<file path="src/hdl/pip_pkg.sv">
// ----------------------------------------------------------------------------
// pip_pkg: shared types and constants of the point-in-polygon test
// Holds the request codes, the fixed field widths and the command and status
// bundles that pass between the controller and the datapath.
// ----------------------------------------------------------------------------
package pip_pkg;

    // Fixed field widths
    localparam int IDX_W       = 6;
    localparam int CFG_W       = 7;
    localparam int OUT_TDATA_W = 8;

    // Vertex count after reset
    localparam logic [CFG_W-1:0] COUNT_RESET = 7'd3;

    // Request kinds carried on tuser
    localparam logic REQ_WRITE = 1'b0;
    localparam logic REQ_QUERY = 1'b1;

    // Controller states, one-hot
    typedef enum logic [3:0] {
        ST_IDLE  = 4'b0001,
        ST_LOAD  = 4'b0010,
        ST_DRAIN = 4'b0100,
        ST_DONE  = 4'b1000
    } state_t;

    // Commands from controller to datapath
    typedef struct packed {
        logic wr_en;     // write the vertex of the accepted request
        logic start;     // latch the query point, clear the parity
        logic rd_en;     // read one vertex from the store
        logic rd_edge;   // this read closes an edge with the previous vertex
        logic load_out;  // move the parity into the output register
    } ctrl_cmd_t;

    // Status from datapath to controller
    typedef struct packed {
        logic busy;      // edge pipeline still holds work
    } dp_status_t;

endpackage

</file>
<file path="src/hdl/pip_ctrl.sv">
// ----------------------------------------------------------------------------
// pip_ctrl: request sequencer of the point-in-polygon test
// Accepts requests, holds the vertex count register, issues one vertex read
// per cycle for a query and owns the result handshake.
// ----------------------------------------------------------------------------
module pip_ctrl #(
    parameter int MAX_VERTICES = 64,
    parameter int AW           = $clog2(MAX_VERTICES),
    parameter int CNT_W        = $clog2(MAX_VERTICES + 1)
) (
    input  logic                       aclk,
    input  logic                       aresetn,
    input  logic                       s_tvalid,
    output logic                       s_tready,
    input  logic                       req_type,
    input  logic [pip_pkg::IDX_W-1:0]  vertex_index,
    output logic                       m_tvalid,
    input  logic                       m_tready,
    input  logic                       cfg_valid,
    output logic                       cfg_ready,
    input  logic [pip_pkg::CFG_W-1:0]  cfg_data,
    input  pip_pkg::dp_status_t        sts,
    output pip_pkg::ctrl_cmd_t         cmd,
    output logic [AW-1:0]              wr_addr,
    output logic [AW-1:0]              rd_addr
);

    pip_pkg::state_t state_reg, state_next;
    logic [pip_pkg::CFG_W-1:0] count_reg, count_next;
    logic [CNT_W-1:0] lim_reg, lim_next, rd_cnt_reg, rd_cnt_next, count_eff;
    logic m_tvalid_reg, m_tvalid_next;
    logic accept, last_rd, out_free;

    assign accept    = s_tvalid && s_tready;
    assign s_tready  = (state_reg == pip_pkg::ST_IDLE);
    assign cfg_ready = 1'b1;
    assign m_tvalid  = m_tvalid_reg;
    assign out_free  = !m_tvalid_reg || m_tready;
    assign last_rd   = (rd_cnt_reg == lim_reg);
    assign wr_addr   = AW'(vertex_index);
    assign rd_addr   = last_rd ? '0 : rd_cnt_reg[AW-1:0];

    // Saturate the vertex count to the store depth
    always_comb begin
        if (32'(count_reg) > MAX_VERTICES) begin
            count_eff = CNT_W'(MAX_VERTICES);
        end else begin
            count_eff = CNT_W'(count_reg);
        end
    end

    // Sequence one request
    always_comb begin
        state_next    = state_reg;
        lim_next      = lim_reg;
        rd_cnt_next   = rd_cnt_reg;
        count_next    = count_reg;
        m_tvalid_next = m_tvalid_reg;
        cmd           = '0;

        if (cfg_valid && cfg_ready) begin
            count_next = cfg_data;
        end
        if (m_tvalid_reg && m_tready) begin
            m_tvalid_next = 1'b0;
        end

        case (state_reg)
            pip_pkg::ST_IDLE: begin
                if (accept) begin
                    if (req_type == pip_pkg::REQ_WRITE) begin
                        cmd.wr_en = (32'(vertex_index) < MAX_VERTICES);
                    end else begin
                        cmd.start   = 1'b1;
                        lim_next    = count_eff;
                        rd_cnt_next = '0;
                        state_next  = (count_eff == '0) ? pip_pkg::ST_DRAIN
                                                        : pip_pkg::ST_LOAD;
                    end
                end
            end
            pip_pkg::ST_LOAD: begin
                // Read vertices 0..n-1, then vertex 0 again for the closing edge
                cmd.rd_en   = 1'b1;
                cmd.rd_edge = (rd_cnt_reg != '0);
                if (last_rd) begin
                    state_next = pip_pkg::ST_DRAIN;
                end else begin
                    rd_cnt_next = rd_cnt_reg + 1'b1;
                end
            end
            pip_pkg::ST_DRAIN: begin
                if (!sts.busy) begin
                    state_next = pip_pkg::ST_DONE;
                end
            end
            pip_pkg::ST_DONE: begin
                if (out_free) begin
                    cmd.load_out  = 1'b1;
                    m_tvalid_next = 1'b1;
                    state_next    = pip_pkg::ST_IDLE;
                end
            end
            default: begin
                state_next = pip_pkg::ST_IDLE;
            end
        endcase
    end

    // Hold control state
    always_ff @(posedge aclk) begin
        if (!aresetn) begin
            state_reg    <= pip_pkg::ST_IDLE;
            count_reg    <= pip_pkg::COUNT_RESET;
            lim_reg      <= '0;
            rd_cnt_reg   <= '0;
            m_tvalid_reg <= 1'b0;
        end else begin
            state_reg    <= state_next;
            count_reg    <= count_next;
            lim_reg      <= lim_next;
            rd_cnt_reg   <= rd_cnt_next;
            m_tvalid_reg <= m_tvalid_next;
        end
    end

    // Result is only taken once the edge pipeline has emptied
    a_done_idle_pipe: assert property (@(posedge aclk) disable iff (!aresetn)
        (state_reg == pip_pkg::ST_DONE) |-> !sts.busy)
        else $error("result stage reached with edges in flight");

    // Read counter never passes the captured vertex count
    a_cnt_bound: assert property (@(posedge aclk) disable iff (!aresetn)
        (state_reg == pip_pkg::ST_LOAD) |-> (rd_cnt_reg <= lim_reg))
        else $error("vertex read counter overran");

    // A new result never overwrites one still waiting
    a_no_overwrite: assert property (@(posedge aclk) disable iff (!aresetn)
        cmd.load_out |-> out_free)
        else $error("pending result overwritten");

    // A query always leaves the idle state
    a_query_runs: assert property (@(posedge aclk) disable iff (!aresetn)
        (accept && (req_type == pip_pkg::REQ_QUERY))
            |=> (state_reg != pip_pkg::ST_IDLE))
        else $error("query accepted without being run");

endmodule

</file>
<file path="config.mk">
export PLATFORM = sky130hd
export DESIGN_NAME = pip_ctrl
export DESIGN_NICKNAME = d
export VERILOG_FILES = /design/src/hdl/pip_pkg.sv /design/src/hdl/pip_ctrl.sv
export SDC_FILE = /design/constraint.sdc
export NUM_CORES = 1
export LEC_CHECK = 0
export BUFFER_PORTS_ARGS = -buffer_cell sky130_fd_sc_hd__buf_2
export CORE_UTILIZATION = 54
export DETAILED_ROUTE_END_ITERATION = 8
export PLACE_DENSITY_LB_ADDON = 0.3
export SLEW_MARGIN = 20
export SYNTH_ARGS = -nofsm -noshare
export SYNTH_HDL_FRONTEND = slang
export SYNTH_SLANG_ARGS = --single-unit
</file>
<file path="constraint.sdc">
create_clock -name aclk -period 2.5 [get_ports aclk]
set_clock_uncertainty 0.1 [all_clocks]
set_input_delay 0.125 -clock aclk [delete_from_list [all_inputs] [get_ports aclk]]
set_output_delay 0.125 -clock aclk [all_outputs]
set_load 0.005 [all_outputs]
</file>
==> results of run 1 <==
-- worst register-to-register path: cells and delay by family, from the launching register on --
family	cells	cell delay, ns
DFF	1	0.38
AOI/OAI and AO/OA	1	0.16
and+or+nand+nor	3	0.98
buffers and inverters	1	0.29
-- cells in the mapped netlist --
| cell | number | area share |
|---|---|---|
| nor4b_1 | 1 | 0.0064 |
| and3b_1 | 1 | 0.0064 |
| clkinv_1 | 1 | 0.0028 |
| conb_1 | 1 | 0.0028 |
| nand4_1 | 1 | 0.0046 |
| mux2i_1 | 7 | 0.052 |
| and2_1 | 7 | 0.032 |
| a21boi_0 | 1 | 0.0055 |
| nand2_1 | 15 | 0.041 |
| a2bb2oi_1 | 1 | 0.0064 |
| inv_1 | 3 | 0.0083 |
| inv_2 | 2 | 0.0055 |
| nor2_1 | 6 | 0.017 |
| or2_1 | 1 | 0.0046 |
| o2111ai_2 | 1 | 0.011 |
| buf_4 | 7 | 0.039 |
| nor2b_1 | 7 | 0.032 |
| nor4_1 | 2 | 0.0092 |
| nand2b_1 | 1 | 0.0046 |
| or3_1 | 5 | 0.023 |
| nand3b_1 | 8 | 0.044 |
| o21ai_1 | 2 | 0.0074 |
| nand3_1 | 4 | 0.015 |
| o2111ai_1 | 1 | 0.0064 |
| o21ai_0 | 7 | 0.026 |
| o21a_1 | 1 | 0.0055 |
| xnor2_1 | 9 | 0.058 |
| a21boi_1 | 8 | 0.044 |
| nor4b_2 | 1 | 0.011 |
| dfxtp_1 | 26 | 0.38 |
| o21ai_2 | 1 | 0.0064 |
| a21oi_1 | 4 | 0.015 |
| or4_1 | 1 | 0.0055 |
| nand4_2 | 1 | 0.0092 |
| buf_2 | 1 | 0.0037 |
| ha_1 | 2 | 0.018 |
| a31oi_1 | 1 | 0.0046 |
| clkbuf_1 | 4 | 0.011 |
| a21oi_2 | 2 | 0.013 |
-- where the power goes --
part	total (mW)	internal [mW]	switching (mW)
Combinational	0.101	0.0502	0.0506
Sequential	0.440	0.428	0.0121
Clock	0.208	0.0889	0.119
Total	0.749	0.567	0.181
-- per-stage QoR --
stage	setup WS (ns)	utilization
finish	0.280	0.683
global route	0.160	0.683
CTS	0.261	0.683
detailed placement	0.579	0.632
global placement	0.764	0.632
floorplan	0.976	-
-- cells by family (layout without fill, tap and decap cells) --
logic type | Yosys count | in the layout | share of synthesized area
buffers and inverters | 18 | 44 | 0.0699
xor gates and xnor gates | 9 | 9 | 0.0580
and+or+nand+nor | 62 | 62 | 0.266
DFF | 26 | 26 | 0.383
muxes | 7 | 7 | 0.0515
adders and majority gates | 2 | 2 | 0.0184
other | 1 | 1 | 0.00276
AOI/OAI and AO/OA | 30 | 30 | 0.151
-- worst max-delay path by stage --
| stage | from | slack (ns) | depth (start not counted) | to |
|---|---|---|---|---|
| final | state_reg[1] | 0.28 | 4 | cmd[3] |
| after global routing | state_reg[1] | 0.16 | 4 | cmd[3] |
| after CTS | state_reg[1] | 0.26 | 4 | cmd[3] |
| after detailed placement | state_reg[1] | 0.58 | 5 | lim_reg[3] |
| after global placement | state_reg[1] | 0.76 | 5 | lim_reg[1] |
| after floorplan | state_reg[2] | 0.98 | 6 | rd_cnt_reg[5] |
-- area by class of cell --
class | count | area share
multi-input cells | 111 | 0.474
flip-flops and latches | 26 | 0.332
repair buffers | 34 | 0.134
clock buffers | 4 | 0.0231
well taps | 28 | 0.0223
inverters | 6 | 0.0144
-- per-layer routing --
metal | part of all wire | up-vias | track usage
li1 | - | 578 | -
met1 | 0.45 | 506 | 0.250
met2 | 0.51 | 25 | 0.404
met3 | 0.031 | 4 | 0.0348
met4 | 0.0050 | 0 | 0.0789
met5 | 0 | - | 0
-- what timing repair did --
| action | in CTS | in global routing |
|---|---|---|
| setup endpoints to repair | 0 | 0 |
| hold buffers | 8 | 0 |
| endpoints found under the hold margin | 8 | 0 |
| buffers inserted | 0 | 0 |
==> flow_metrics.env, run 1 <==
export IMPL_syn_inst=155
export IMPL_drive_gt1_frac=0.210
export IMPL_worstHoldStart="aresetn"
export IMPL_critical_path_max_fanout=11
export IMPL_hold_path_end="count_reg[1]"
export IMPL_cp_slowest_cell="nor4b_2"
export IMPL_grt_pass1_wl_mm=4.43
export IMPL_syn_avg_cell_area_sq_um=8.77
export IMPL_drtIter0Drc=6
export IMPL_wl_per_cell_microns=12.5
export IMPL_vias=1113
export IMPL_cts_buffer_depth=2
export IMPL_critPathRequiredTime_ns=2.28
export IMPL_synth_seq_cells=26
export IMPL_gp_congestion=0.827
export IMPL_crit_chain="nor4b_2, nand3_1, inv_2, buf_2"
export IMPL_die_x_microns=52.2
export IMPL_post_dp_hpwl_mm=1.93
export IMPL_core_sq_um=2300
export IMPL_final_cell_mix="dfxtp_1 (26), buf_2 (26), nand2_1 (15)"
export IMPL_fin_nets=204
export IMPL_mappedNetlistNets=177
export IMPL_multiInputGateArea_sq_um=744
export IMPL_rows=17
export IMPL_final_setup_viol_count=0
export IMPL_fin_crit_ns=2.22
export IMPL_cp_top_family="simple AND/OR/NAND/NOR gates"
export IMPL_holdWs_ns=0.0224
export IMPL_worstReg2RegStart="state_reg[1]"
export IMPL_die_area_sq_um=2720
export IMPL_grt_use_total=0.218
export IMPL_seqCellArea_sq_um=520
export IMPL_cts_root_buf="clkbuf_4"
export IMPL_rrSetupSlack_ns=0.53
export IMPL_dpl_instance_area_sq_um=1450
export IMPL_yosys_warnings=0
export IMPL_fillers=183
export IMPL_tns_ns=0
export IMPL_clkTransAtPathRegs_ns=0.14
export IMPL_dp_cells=197
export IMPL_ctsHtreeMaxLevel=1
export IMPL_hold_path_class="input pin to flop"
export IMPL_outcome="finished, final reports clean"
export IMPL_post_cts_resized=0
export IMPL_drv_cap=0
export IMPL_ys_types=39
export IMPL_area_delta_synth_final_pct=15.4
export IMPL_drv_slew=0
export IMPL_grt_max_degree=23
export IMPL_netlist_area_sq_um=1360
export IMPL_fin_area_sq_um=1570
export IMPL_r2r_cells=5
export IMPL_cts_sinks=26
export IMPL_wl_mm=2.62
export IMPL_drtAntennaViolNets=0
export IMPL_fin_cells=209
export IMPL_diodes=0
export IMPL_antenna_found_initial=0
export IMPL_finalPower_mw=0.749
export IMPL_start_kind="flop"
export IMPL_critPathArrivalTime_ns=1.99
export IMPL_drcViolationCount=0
export IMPL_p_leak_nw=0.624
export IMPL_die_h_microns=52.2
export IMPL_rr_endpoint="lim_reg[3]"
export IMPL_grt_pass1_vias=1068
export IMPL_vias_per_cell=5.33
export IMPL_cp_slowest_stage_delay_ns=0.46
export IMPL_clkLatencyLatePin_ns=0.31
export IMPL_hold_viol=0
export IMPL_finalCritPeriodShare=0.888
export IMPL_num_io_pins=40
export IMPL_start_util=0.592
export IMPL_ys_seq_area_frac=0.383
export IMPL_crit_type="flop to output pin"
export IMPL_cts_buffers=3
export IMPL_cts_tree="done"
export IMPL_ir_drop_mv=0.347
export IMPL_rsz0062_at_grt="no"
export IMPL_fmax_mhz=450
export IMPL_dr_pass1_iters=5
export IMPL_io_buffers=26
export IMPL_p_per_area_nw_per_um2=477
export IMPL_hold_path_depth=2
export IMPL_critPathBufInv=2
export IMPL_grt_overflow=0
export IMPL_crit_path_end_kind="output pin"
No activity file was read; power rests on OpenSTA's default activity.
==> run 2: changes to the inputs <==
REMOVE_ABC_BUFFERS = 1   (was default)
==> run 2 against run 1 <==
Compared with the run above: final area shrank 1.5%; clock power shrank 18%; critical path depth is the same; count of clock-buffer cells in the layout shrank 1; hold slack gained 0.0057 ns; setup slack gained 0.0067 ns; die area is the same; wire length grew 5.2%; total power shrank 4.8%; global-route usage grew 1.4 points; maximum frequency grew 0.30%; non-clock buffer count shrank 1; critical path type unchanged; highest routed layer unchanged.
==> flow_metrics.env, run 2 (synthesis results as in run 1) <==
export IMPL_outcome="finished, final reports clean"
export IMPL_dp_cells=197
export IMPL_crit_type="flop to output pin"
export IMPL_final_setup_viol_count=0
export IMPL_drv_slew=0
export IMPL_post_route_util=0.673
export IMPL_gp_congestion=0.914
export IMPL_wl_per_cell_microns=13.3
export IMPL_antenna_found_initial=0
export IMPL_p_leak_nw=0.613
export IMPL_crit_start="state_reg[1]"
export IMPL_layout_setup_ws_ns=0.287
export IMPL_ctsHtreeMaxLevel=1
export IMPL_cts_tree="done"
export IMPL_fin_cells=207
export IMPL_cts_buffers=3
export IMPL_drive_gt1_frac=0.207
export IMPL_die_h_microns=52.2
export IMPL_endpoint="cmd[3]"
export IMPL_fmax_mhz=452
export IMPL_worstReg2RegStart="state_reg[1]"
export IMPL_clkTransAtPathRegs_ns=0.13
export IMPL_post_cts_resized=0
export IMPL_rrSetupSlack_ns=0.57
export IMPL_grt_overflow=0
export IMPL_num_io_pins=40
export IMPL_wl_mm=2.76
export IMPL_post_dp_hpwl_mm=2.06
export IMPL_die_area_sq_um=2720
export IMPL_rr_endpoint="lim_reg[2]"
export IMPL_die_x_microns=52.2
export IMPL_hold_path_class="input pin to flop"
export IMPL_cts_buffer_depth=2
export IMPL_drcViolationCount=0
export IMPL_clkLatencyLatePin_ns=0.30
export IMPL_rsz0062_at_grt="no"
export IMPL_core_sq_um=2300
export IMPL_fin_nets=203
export IMPL_dr_pass1_iters=4
export IMPL_start_kind="flop"
export IMPL_grt_use_total=0.232
export IMPL_diodes=0
export IMPL_hold_viol=0
export IMPL_vias=1145
export IMPL_fin_crit_ns=2.21
export IMPL_grt_pass1_wl_mm=4.68
export IMPL_critPathRequiredTime_ns=2.28
export IMPL_cts_setup_buffers=0
export IMPL_cts_sinks=26
export IMPL_finalCritPeriodShare=0.885
export IMPL_drv_cap=0
export IMPL_grt_max_degree=23
export IMPL_final_cell_mix="dfxtp_1 (26), buf_2 (26), nand2_1 (15)"
export IMPL_crit_path_end_kind="output pin"
export IMPL_critical_path_max_fanout=11
export IMPL_start_util=0.592
export IMPL_ir_drop_mv=0.384
export IMPL_critPathArrivalTime_ns=1.99
export IMPL_cts_root_buf="clkbuf_4"
export IMPL_worstHoldStart="sts"
export IMPL_rows=17
export IMPL_drtIter0Drc=9
export IMPL_preCtsSetupSlack_ns=0.604
export IMPL_io_buffers=26
export IMPL_holdWs_ns=0.0282
export IMPL_grt_pass1_vias=1077
export IMPL_tns_ns=0
export IMPL_p_per_area_nw_per_um2=461
export IMPL_vias_per_cell=5.53
export IMPL_drtAntennaViolNets=0
export IMPL_r2r_cells=5
export IMPL_area_delta_synth_final_pct=13.6
## run 2: cell count changes in the layout (fill, tap and decap cells not counted)
cell,delta
dlygate4sd3_1,-1
clkbuf_8,-1
## run 2: per-stage QoR
stage / area [sq um] / total power, mW
2_1_floorplan: 1290 / 0.506
3_3_place_gp: 1450 / 0.537
3_5_place_dp: 1450 / 0.543
4_1_cts: 1540 / 0.717
5_1_grt: 1550 / 0.751
6_report: 1550 / 0.713
## run 2: cell type report
type | count | area (sq um)
fillers | 207 | 752
multi-input cells | 111 | 744
flip-flops and latches | 26 | 520
repair buffers | 33 | 200
well taps | 28 | 35.0
clock buffers | 3 | 22.5
inverters | 6 | 22.5
## run 2: repair_timing
action                                  CTS  global route
hold buffers                              6             1
endpoints found under the hold margin     6             1
endpoints found under the setup margin    0             0
## run 2: routing by layer
metal | wire length [microns] | vias up | global-route usage
met5 | 0 | - | 0
met2 | 1400 | 30 | 0.391
met3 | 97 | 2 | 0.0580
met1 | 1240 | 538 | 0.288
li1 | - | 575 | -
met4 | 17 | 0 | 0.0746
## run 2: where the power goes
part | total, mW | switching [mW] | internal, mW
Clock | 0.170 | 0.114 | 0.0562
Sequential | 0.441 | 0.0128 | 0.428
Combinational | 0.101 | 0.0521 | 0.0493
Total | 0.713 | 0.179 | 0.533
## run 2: worst min path at each step
| stage | to | depth (start not counted) |
|---|---|---|
| 2_1_floorplan | count_reg[0] | 1 |
| 3_3_place_gp | wr_addr[0] | 0 |
| 3_5_place_dp | wr_addr[0] | 0 |
| 4_1_cts | count_reg[6] | 3 |
| 5_1_grt | state_reg[3] | 3 |
| 6_report | state_reg[2] | 3 |
## run 2: critical path, cell delays in order (launching register included)
cell,delay [ns]
dfxtp_1,0.38
nor4b_2,0.45
nand3_1,0.40
inv_2,0.29
buf_2,0.15
